<file path="src/rtl/tcr_pkg.sv">
`default_nettype none

package tcr_pkg;

   // Item kinds carried on req_tuser
   typedef enum logic {
      KIND_TICK   = 1'b0,
      KIND_RENDER = 1'b1
   } kind_type;

   // Register indexes (byte address / 4)
   typedef enum logic [2:0] {
      REG_LINE_MODE_400 = 3'd0,
      REG_COLOR_MODE    = 3'd1,
      REG_WIDE_CELLS    = 3'd2,
      REG_TALL_CELLS    = 3'd3,
      REG_CURSOR_ENABLE = 3'd4,
      REG_CURSOR_STEADY = 3'd5,
      REG_CURSOR_TOP    = 3'd6,
      REG_CURSOR_BOTTOM = 3'd7
   } reg_index_type;

   localparam int unsigned NUM_PIXELS  = 16;
   localparam int unsigned PIXEL_BITS  = 4;
   localparam int unsigned REQ_BITS    = 24;
   localparam int unsigned RSP_BITS    = 72;
   localparam int unsigned ADDR_BITS   = 5;

   localparam logic [3:0] CURSOR_COLOUR = 4'd7;
   localparam logic [3:0] MONO_COLOUR   = 4'd7;

   // Cell geometry, 400-line rules
   localparam logic [4:0] H400_SHORT  = 5'd16;
   localparam logic [4:0] H400_TALL   = 5'd20;
   localparam logic [4:0] VL400_SHORT = 5'd16;
   localparam logic [4:0] VL400_TALL  = 5'd18;
   localparam logic [4:0] UL400_SHORT = 5'd15;
   localparam logic [4:0] UL400_TALL  = 5'd17;
   // Cell geometry, 200-line rules
   localparam logic [4:0] H200_SHORT  = 5'd8;
   localparam logic [4:0] H200_TALL   = 5'd10;
   localparam logic [4:0] VL200_SHORT = 5'd8;
   localparam logic [4:0] VL200_TALL  = 5'd9;
   localparam logic [4:0] UL200_SHORT = 5'd7;
   localparam logic [4:0] UL200_TALL  = 5'd8;

endpackage

`default_nettype wire

</file>
<file path="src/rtl/text_cell_row_renderer.sv">
`default_nettype none

// Channel   Direction  Handshake              Payload
// req_      in         tvalid/tready          tuser: kind; tdata: cell row request
// rsp_      out        tvalid/tready          tdata: pixels, blink_on
// csr_      in (APB)   psel/penable/pready    8 registers at 4*i, 32-bit data
//
// The result is computed between the request inputs and the result
// register, and a new request is taken every cycle while the result
// register is empty or being drained in the same cycle.
// Frame ticks produce no result; they only advance the 5-bit blink counter.
// Synchronous active-high reset clears the registers to their defaults,
// the blink counter and the result valid flag.
// A stalled result holds rsp_tdata; req_tready falls only while it waits.
module text_cell_row_renderer
   import tcr_pkg::*;
(
   input  wire logic                 clock,
   input  wire logic                 reset,
   // request: {cursor_here, cell_row[4:0], is_kanji, attribute[3:0], glyph_row[7:0]}
   //          from bit 0 up: glyph_row, attribute, is_kanji, cell_row, cursor_here
   input  wire logic                 req_tvalid,
   output      logic                 req_tready,
   input  wire logic [REQ_BITS-1:0]  req_tdata,
   input  wire logic                 req_tuser,   // kind: 0 frame tick, 1 render
   // result: from bit 0 up: pixels[63:0], blink_on, zero fill
   output      logic                 rsp_tvalid,
   input  wire logic                 rsp_tready,
   output      logic [RSP_BITS-1:0]  rsp_tdata,
   // configuration
   input  wire logic                 csr_psel,
   input  wire logic                 csr_penable,
   input  wire logic                 csr_pwrite,
   input  wire logic [ADDR_BITS-1:0] csr_paddr,
   input  wire logic [31:0]          csr_pwdata,
   output      logic [31:0]          csr_prdata,
   output      logic                 csr_pready
);

   // configuration registers
   logic       line_mode_400_ff, color_mode_ff, wide_cells_ff, tall_cells_ff;
   logic       cursor_enable_ff, cursor_steady_ff;
   logic [4:0] cursor_top_ff, cursor_bottom_ff;

   logic [4:0] blink_counter_ff, blink_counter_in;

   logic                      rsp_valid_ff, rsp_valid_in;
   logic [NUM_PIXELS*PIXEL_BITS-1:0] pixels_ff, pixels_in;
   logic                      blink_on_ff;

   reg_index_type csr_index;
   logic          csr_write;

   // request fields
   logic [7:0] glyph_row;
   logic [3:0] attribute;
   logic       is_kanji;
   logic [4:0] cell_row;
   logic       cursor_here;

   logic req_accept, render_accept, tick_accept;
   logic blink_on;

   logic [4:0] height, vl_rows, ul_row;
   logic       in_pattern;
   logic [3:0] colour;
   logic       reverse, vline, uline, cursor_fill;
   logic [7:0] pattern;

   // ---------------------------------------------------------------- CSR
   assign csr_pready = 1'b1;
   assign csr_index  = reg_index_type'(csr_paddr[ADDR_BITS-1:2]);
   assign csr_write  = csr_psel & csr_penable & csr_pwrite & csr_pready;

   always_ff @(posedge clock) begin
      if (reset) begin
         line_mode_400_ff <= 1'b1;
         color_mode_ff    <= 1'b0;
         wide_cells_ff    <= 1'b0;
         tall_cells_ff    <= 1'b0;
         cursor_enable_ff <= 1'b0;
         cursor_steady_ff <= 1'b0;
         cursor_top_ff    <= 5'd0;
         cursor_bottom_ff <= 5'd0;
      end else if (csr_write) begin
         unique case (csr_index)
            REG_LINE_MODE_400: line_mode_400_ff <= csr_pwdata[0];
            REG_COLOR_MODE:    color_mode_ff    <= csr_pwdata[0];
            REG_WIDE_CELLS:    wide_cells_ff    <= csr_pwdata[0];
            REG_TALL_CELLS:    tall_cells_ff    <= csr_pwdata[0];
            REG_CURSOR_ENABLE: cursor_enable_ff <= csr_pwdata[0];
            REG_CURSOR_STEADY: cursor_steady_ff <= csr_pwdata[0];
            REG_CURSOR_TOP:    cursor_top_ff    <= csr_pwdata[4:0];
            REG_CURSOR_BOTTOM: cursor_bottom_ff <= csr_pwdata[4:0];
            default: ;
         endcase
      end
   end

   always_comb begin
      csr_prdata = 32'd0;
      unique case (csr_index)
         REG_LINE_MODE_400: csr_prdata[0]   = line_mode_400_ff;
         REG_COLOR_MODE:    csr_prdata[0]   = color_mode_ff;
         REG_WIDE_CELLS:    csr_prdata[0]   = wide_cells_ff;
         REG_TALL_CELLS:    csr_prdata[0]   = tall_cells_ff;
         REG_CURSOR_ENABLE: csr_prdata[0]   = cursor_enable_ff;
         REG_CURSOR_STEADY: csr_prdata[0]   = cursor_steady_ff;
         REG_CURSOR_TOP:    csr_prdata[4:0] = cursor_top_ff;
         REG_CURSOR_BOTTOM: csr_prdata[4:0] = cursor_bottom_ff;
         default:           csr_prdata      = 32'd0;
      endcase
   end

   // ---------------------------------------------------------- handshake
   // Ticks are taken under the same ready as renders; keeps ordering simple.
   assign req_tready    = ~rsp_valid_ff | rsp_tready;
   assign req_accept    = req_tvalid & req_tready;
   assign render_accept = req_accept & (kind_type'(req_tuser) == KIND_RENDER);
   assign tick_accept   = req_accept & (kind_type'(req_tuser) == KIND_TICK);

   assign glyph_row   = req_tdata[7:0];
   assign attribute   = req_tdata[11:8];
   assign is_kanji    = req_tdata[12];
   assign cell_row    = req_tdata[17:13];
   assign cursor_here = req_tdata[18];

   assign blink_on         = blink_counter_ff[4];
   assign blink_counter_in = blink_counter_ff + 5'd1;   // wraps modulo 32

   // --------------------------------------------------------- cell rules
   always_comb begin
      if (line_mode_400_ff) begin
         height     = tall_cells_ff ? H400_TALL   : H400_SHORT;
         vl_rows    = tall_cells_ff ? VL400_TALL  : VL400_SHORT;
         ul_row     = tall_cells_ff ? UL400_TALL  : UL400_SHORT;
         in_pattern = ~cell_row[4];            // row < 16
      end else begin
         height     = tall_cells_ff ? H200_TALL   : H200_SHORT;
         vl_rows    = tall_cells_ff ? VL200_TALL  : VL200_SHORT;
         ul_row     = tall_cells_ff ? UL200_TALL  : UL200_SHORT;
         in_pattern = (cell_row[4:3] == 2'b00); // row < 8
      end
   end

   // colour and monochrome effects
   always_comb begin
      if (color_mode_ff) begin
         if (line_mode_400_ff) begin
            colour = {1'b1, is_kanji ? ~attribute[2:0] : attribute[2:0]};
         end else begin
            colour = (attribute[2:0] == 3'd0) ? 4'd7 : {1'b0, attribute[2:0]};
         end
         vline   = 1'b0;
         uline   = 1'b0;
         reverse = 1'b0;
      end else begin
         colour  = MONO_COLOUR;
         vline   = attribute[0];
         uline   = attribute[1];
         reverse = attribute[2];
      end
      // blinking cells flip reverse during the lit phase
      reverse = reverse ^ (attribute[3] & blink_on);
   end

   assign pattern = reverse ? ~glyph_row : glyph_row;

   assign cursor_fill = cursor_here & cursor_enable_ff & (cursor_steady_ff | ~blink_on)
                      & (cell_row >= cursor_top_ff) & (cell_row < cursor_bottom_ff)
                      & (cell_row < height);

   // Per-pixel priority: cursor, underline, vertical line, glyph dot.
   for (genvar i = 0; i < NUM_PIXELS; i++) begin : g_pixel
      logic       active, dot, last;
      logic [2:0] dot_index;

      assign active    = wide_cells_ff | (i < NUM_PIXELS/2);
      assign dot_index = wide_cells_ff ? 3'(i >> 1) : 3'(i % 8);
      assign dot       = pattern[3'd7 - dot_index] & in_pattern;
      assign last      = wide_cells_ff ? (i == NUM_PIXELS-1) : (i == NUM_PIXELS/2-1);

      always_comb begin
         if (!active) begin
            pixels_in[i*PIXEL_BITS +: PIXEL_BITS] = 4'd0;
         end else if (cursor_fill) begin
            pixels_in[i*PIXEL_BITS +: PIXEL_BITS] = CURSOR_COLOUR;
         end else if (uline && cell_row == ul_row) begin
            pixels_in[i*PIXEL_BITS +: PIXEL_BITS] = colour;
         end else if (vline && last && cell_row < vl_rows) begin
            pixels_in[i*PIXEL_BITS +: PIXEL_BITS] = colour;
         end else if (dot) begin
            pixels_in[i*PIXEL_BITS +: PIXEL_BITS] = colour;
         end else begin
            pixels_in[i*PIXEL_BITS +: PIXEL_BITS] = 4'd0;
         end
      end
   end

   // ----------------------------------------------------- result register
   always_comb begin
      rsp_valid_in = rsp_valid_ff & ~rsp_tready;
      if (render_accept) begin
         rsp_valid_in = 1'b1;
      end
   end

   always_ff @(posedge clock) begin
      if (reset) begin
         rsp_valid_ff     <= 1'b0;
         blink_counter_ff <= 5'd0;
      end else begin
         rsp_valid_ff <= rsp_valid_in;
         if (tick_accept) begin
            blink_counter_ff <= blink_counter_in;
         end
      end
   end

   always_ff @(posedge clock) begin
      if (render_accept) begin
         pixels_ff   <= pixels_in;
         blink_on_ff <= blink_on;
      end
   end

   assign rsp_tvalid = rsp_valid_ff;
   assign rsp_tdata  = {7'd0, blink_on_ff, pixels_ff};

endmodule

`default_nettype wire

</file>
<file path="config.mk">
export PLATFORM = sky130hd
export DESIGN_NAME = text_cell_row_renderer
export DESIGN_NICKNAME = d
export VERILOG_FILES = /design/src/rtl/tcr_pkg.sv /design/src/rtl/text_cell_row_renderer.sv
export SDC_FILE = /design/constraint.sdc
export NUM_CORES = 1
export LEC_CHECK = 0
export BUFFER_PORTS_ARGS = -buffer_cell sky130_fd_sc_hd__buf_2
export CAP_MARGIN = 5
export CORE_MARGIN = 3
export CORE_UTILIZATION = 45
export CTS_CLUSTER_SIZE = 16
export DETAILED_ROUTE_END_ITERATION = 8
export HOLD_SLACK_MARGIN = 0.12
export PLACE_DENSITY = 0.77
export SYNTH_ARGS = -nofsm -noshare
export SYNTH_HDL_FRONTEND = slang
export SYNTH_SLANG_ARGS = --single-unit
export TNS_END_PERCENT = 20
</file>
<file path="constraint.sdc">
create_clock -name clock -period 2.3 [get_ports clock]
set_input_delay 0.23 -clock clock [delete_from_list [all_inputs] [get_ports clock]]
set_output_delay 0.23 -clock clock [all_outputs]
set_load 0.02 [all_outputs]
</file>
* Word level (Yosys, flattened, before mapping) *
Cells that the tools add are included.

word-level totals
  memory bits (read-only) = 0
  bits of input ports = 69
  memories = 0
  register bits = 87
  bits in latches = 0
  output and inout port bits = 107
  bits in writable memories = 0
  logic and storage cells = 218

cells by class
  $mul = 0
  $add $sub $neg = 15
  divide/modulo/power cells = 0
  reduce and logical (&&, ||, !) cells = 17
  equality and inequality tests = 8
  shifts and indexed selects = 0
  $lt $le $gt $ge = 18
  multiplexer cells = 107
  bitwise operators = 39

operators by type and width
  operator             number
  $mux 4               37
  $mux 3               19
  $lt 3x4->1 const B   14
  $bmux 1 s3           14
  $sub 3x3->3 const A  10
  $and 1x1->1          28
  $mux 1               24
  $mux 5               4
  $reduce_and 2->1     8
  $lt 5x5->1           3
  $eq 3x3->1 const B   4
  $mux 2               6
  $mux 8               1
  $not 8->8            1
  $pmux 1 s8           1
  $pmux 4 s2           1
  $eq 3x2->1 const B   2
  $logic_not 3->1      2
  $not 1->1            6
  $sub 1x2->3 const A  2
  $sub 3x2->3 const A  2
  $add 5x1->5 const B  1
  $eq 5x5->1           1
  $ge 5x5->1           1
  other kinds (7)      12

* Longest topological paths before layout *
  depth after elaboration = 9
  mapped depth = 9
  mapped depth without buffers = 7

* Worst setup path before layout *
OpenSTA, ideal clock, no wires.

  kind = register to register
  from = reg rsp_valid_ff, in the netlist rsp_tvalid
  to = reg blink_on_ff (enable)
  library setup time = 0.419 ns
  period minus slack after synthesis = 2.446 ns
  required time = 1.881 ns
  data arrival time = 2.027 ns
  buffers on the path = 0
  cell stages (with the launch flop) = 4
  path slack = -0.146 ns
  cells stage by stage = dfxtp_1 -> nand2b_1 -> nand3_1 -> inv_1

on the way
  cells in the longest elaborated chain, start to end = 4

ends and longest elaborated chain
  what                      line                           text
  start: declaration        text_cell_row_renderer.sv:47   logic rsp_valid_ff, rsp_valid_in;
  start signal: assignment  text_cell_row_renderer.sv:213  rsp_valid_ff <= rsp_valid_in;
  $not 1->1                 text_cell_row_renderer.sv:117  assign req_tready = ~rsp_valid_ff | rsp_tready;
  $or 1x1->1                text_cell_row_renderer.sv:117
  named net req_tready      text_cell_row_renderer.sv:23   output logic req_tready,
  $and 1x1->1               text_cell_row_renderer.sv:118  assign req_accept = req_tvalid & req_tready;
  $and 1x1->1               text_cell_row_renderer.sv:119  assign render_accept = req_accept & (kind_type'(req_tuser) == KIND_RENDER);
  named net render_accept   text_cell_row_renderer.sv:61   logic req_accept, render_accept, tick_accept;
  end signal: assignment    text_cell_row_renderer.sv:223  blink_on_ff <= blink_on;
  end: declaration          text_cell_row_renderer.sv:49   logic blink_on_ff;

The timed path passes the listed nets, and every way through them passes these cells.
A chain may end at the register's enable or synchronous reset.

* Worst setup path in the final report *
  from = reg line_mode_400_ff
  to = reg pixels_ff[34] (data pin)

on the way
  cells in the longest elaborated chain, start to end = 5
  elaborated cells between the ends (all ways) = 13
  those cells by class = order compare: 1; eq/ne: 1; mux: 8; bitwise: 2; reduce/logical: 1

ends and longest elaborated chain
  what                                                line                           text
  start: declaration                                  text_cell_row_renderer.sv:41   logic line_mode_400_ff, color_mode_ff, wide_cells_ff, tall_cells_ff;
  start signal: assignment                            text_cell_row_renderer.sv:87   REG_LINE_MODE_400: line_mode_400_ff <= csr_pwdata[0];
  branches (longest 4 deep; another with $lt 5x5->1)  --
  $mux 3 (*)                                          text_cell_row_renderer.sv:186  end else if (cursor_fill) begin
  end signal: assignment                              text_cell_row_renderer.sv:222  pixels_ff <= pixels_in;
  end: declaration                                    text_cell_row_renderer.sv:48   logic [NUM_PIXELS*PIXEL_BITS-1:0] pixels_ff, pixels_in;

Every way passes the cells marked *.

==> results.env <==
DIE_W_UM=110
WIRE_LENGTH_OF_THE_FIRST_GLOBAL_ROUTING_PASS_UM=16200
FP-ROW-COUNT=37
NUM_CTS_BUFFERS=9
FINALMAXSLEWVIOLATIONS=0
NUM_IO_PINS=176
FINISH.NET_COUNT=653
ANTENNA_VIOLATING_NETS_POST_ROUTE=0
DOMINANT_COMBINATIONAL_CELL_FAMILY_BY_AREA_AFTER_SYNTHESIS='simple AND/OR/NAND/NOR gates'
NUMBER_OF_ITERATIONS_IN_THE_FIRST_DETAILED_ROUTING_PASS=4
GRT.TOTAL_USAGE_PCT=17.6
HPWL_UM=7960
SYNTH_TOP_CELLS_BY_AREA='sky130_fd_sc_hd__edfxtp_1, sky130_fd_sc_hd__dfxtp_1, sky130_fd_sc_hd__mux2i_1'
INSERTION_DELAY_NS=0.36
AVGVIACOUNTPERCELL=5.08
SYNTH_AREA_PER_CELL_UM2=11.0
CRIT_ARRIVAL_NS=2.44
CELLLEAKAGEPOWER_uW=0.00246
CHIPHEIGHT_UM=110
PWR_DENSITY_CELL_mW_PER_MM2=544
NUMBER_OF_INSERTED_DIODES=0
SYNTH-SEQ-CELLS=87
ANTENNA_VIOLATIONS_BEFORE_REPAIR=0
DP_SLACK_NS=-0.403
SEQUENTIAL_SHARE_OF_THE_SYNTHESIZED_AREA_PCT=49.5
PEAKVDDDROP_uV=259
TRITONCTS='yes'
POST_SYNTH_EDFFS=65
ROOT_CELL_OF_THE_CLOCK_TREE='sky130_fd_sc_hd__clkbuf_8'
FINAL.MIN_CLOCK_PERIOD_NS=2.21
MAXCAPVIOLATIONS=0
YOSYSMOSTFREQUENTCELL='sky130_fd_sc_hd__edfxtp_1'
YOSYS.AREA_SHARE.XOR_XNOR_PCT=6.53
POST_SYNTH_FA_HA_MAJ_AREA_FRACTION_PCT=4.40
FIRST_ITER_VIOLATIONS=135
FIRST_GLOBAL_VIAS=3367
AREA_GROWTH_SYN_TO_LAYOUT_PCT=20.7
ASYNC_RESET_FF_SHARE_PCT=0
FLOORPLAN.CORE_AREA_MM2=0.0104
MAX_SLEW_MARGIN_PCT=64.1
TOP_FANOUT_VALUE_ON_THE_CRITICAL_PATH=11
GRT_REMAINING_OVERFLOW=0
HTREEDEPTH=3
POSTSYNTH.TOPFLOPCELL='sky130_fd_sc_hd__edfxtp_1'
FINCLKSKEW_NS=0.0105
FINAL-SETUP-VIOL-COUNT=0
SYNTH-COMPOUND-AREA-SHARE_PCT=10.6
RSZ0062_AT_GRT='false'
TRITONCTS_NUM_SINKS=87
FMAX_GHz=0.452
CTS-ROOT-TO-SINK-BUFFERS=2
FINAL_MIN_PERIOD_OVER_CLOCK_PERIOD_PCT=96.1
DIE-AREA_MM2=0.0120
POST_SYNTH_MUX_AREA_SHARE_PCT=6.86
STATUS='finished, final reports clean'
LARGEST_NET_DEGREE_AT_THE_START_OF_GLOBAL_ROUTING=42
POST_SYNTH_AND_OR_NAND_NOR_AREA_FRACTION_PCT=12.1
WL_UM=10600
FLOORPLAN.INITIALDENSITY_PCT=46.6
CRITPATHREQUIREDTIME_NS=2.53
IO_BUFFER_COUNT=106
SYNTH.TOP_CELLS.BY_COUNT='sky130_fd_sc_hd__edfxtp_1, sky130_fd_sc_hd__nor2_1, sky130_fd_sc_hd__buf_4'
FINAL_HOLD_VIOL_COUNT=0
TIMING.HOLD.WS_NS=0.211
MAX_SLEW.WORST_PIN.SLEW_NS=0.535
FINALWORSTSETUPSLACK_NS=0.0895
ROUTE.DETAILED.DRC=0
SYNTHDISTINCTLIBCELLS=49
CLKSLEWWORSTSETUPHOLDPATHS_NS=0.09
SYN_AREA_MM2=0.00483
VIAS=3590
MIN-DELAY-PATH-CLASS='input pin to flip-flop'
CRIT_PATH_END_KIND='flip-flop'
CRITICAL_PATH.STARTPOINT_TYPE='flip-flop'
SYNTH_WARNINGS=0
LEADING_AREA_CONTRIBUTOR_AFTER_SYNTHESIS='sky130_fd_sc_hd__edfxtp_1'
KIND_OF_CRITICAL_PATH='flip-flop to flip-flop'
ROUTEDWLPERCELL_UM=15.0
GPL.FINAL_WEIGHTED_CONGESTION=0.807
FINAL_LAYOUT_SIZE_SUFFIX_GT1_SHARE_PCT=30.3
YOSYSTOPAREACELLSHARE_PCT=40.4
POSTSYNTHCELLCOUNT=440
[critical path, stage by stage (launching register included)]
cell	delay, ns
sky130_fd_sc_hd__dfxtp_2	0.35
sky130_fd_sc_hd__ha_2	0.18
sky130_fd_sc_hd__inv_1	0.06
sky130_fd_sc_hd__ha_1	0.28
sky130_fd_sc_hd__a21oi_2	0.19
sky130_fd_sc_hd__o2111ai_4	0.21
sky130_fd_sc_hd__o31ai_4	0.57
sky130_fd_sc_hd__o21a_1	0.23
[cells by family after synthesis]
| family | Yosys count |
|---|---|
| XOR/XNOR | 26 |
| adder cells (fa/ha/maj) | 17 |
| AO/OA/AOI/OAI | 82 |
| multiplexers | 33 |
| buffers and inverters | 77 |
| other | 2 |
| flip-flops | 87 |
| AND/OR/NAND/NOR | 116 |
[what timing repair did]
| item | 4_1_cts | 5_1_grt |
|---|---|---|
| setup endpoints to repair | 21 | 55 |
| setup buffers | 0 | 4 |
| resized for setup | 2 | 13 |
| pin swaps | 10 | 5 |
| hold endpoints to repair | 7 | 0 |
| hold buffers | 4 | 0 |
| gates cloned | 0 | 1 |
[sequential cells by signal, indices dropped and copies added (netlist names), 5 cells and up]
signal	count
cursor_top_ff	5
pixels_ff	64
cursor_bottom_ff	5
blink_counter_ff	5
[through the flow]
stage	utilization [%]	power, uW	area (um2)	cells	setup TNS (ns)
finish	56.3	3170	5830	707	0
global route	56.3	3320	5830	707	0
CTS	55.2	3180	5720	702	-0.000682
detailed placement	53.1	2270	5510	683	-8.02
global placement	53.1	2250	5510	683	-5.73
floorplan	-	2160	4960	473	0
[report_power, final]
| part | internal, uW | switching [uW] |
|---|---|---|
| Clock | 380 | 538 |
| Sequential | 1740 | 16.0 |
| Combinational | 171 | 327 |
[cell usage in the layout, fill, tap and decap left out, drive strengths merged, types with 4 or more instances in the layout]
| cell | count |
|---|---|
| xnor2 | 6 |
| mux2i | 32 |
| o21ai | 28 |
| dlygate4sd3 | 4 |
| edfxtp | 65 |
| nor3 | 12 |
| or3 | 5 |
| inv | 15 |
| buf | 139 |
| dfxtp | 22 |
| clkbuf | 9 |
| conb | 35 |
| nand2b | 11 |
| nand2 | 19 |
| a21oi | 18 |
| ha | 17 |
| nor2 | 44 |
| xnor3 | 5 |
| nand3 | 7 |
| clkinvlp | 5 |
| o21a | 22 |
| nor4b | 6 |
| xor2 | 15 |
[worst paths after layout]
| check | end | cells past startpoint | slack (ns) | from |
|---|---|---|---|---|
| min | rsp_tvalid$_SDFF_PP0_ | 3 | 0.21 | rsp_tready |
| max | pixels_ff[34]$_SDFFCE_PN0P_ | 7 | 0.09 | line_mode_400_ff$_SDFFE_PP1P_ |
| min reg2reg | blink_on_ff$_DFFE_PP_ | 0 | 0.53 | blink_counter_ff[4]$_SDFFE_PP0P_ |
| max reg2reg | pixels_ff[34]$_SDFFCE_PN0P_ | 7 | 0.09 | line_mode_400_ff$_SDFFE_PP1P_ |
[metal layers]
layer | vias to the layer above | global-route usage [%] | wire (um)
met4 | 0 | 6.95 | 232
met1 | 1671 | 21.1 | 4290
met3 | 19 | 4.40 | 948
li1 | 1743 | - | -
met2 | 157 | 30.1 | 5160
met5 | - | 0 | 0
[final cells by class]
type / count / area, um2
fill: 886 / 4540
sequential: 87 / 2390
multi-input combinational: 310 / 2170
timing repair buffer: 143 / 872
tap: 136 / 170
clock buffer: 9 / 124
inverter: 16 / 63.8
clock inverter: 6 / 38.8
(Power assumes the default switching activity.)
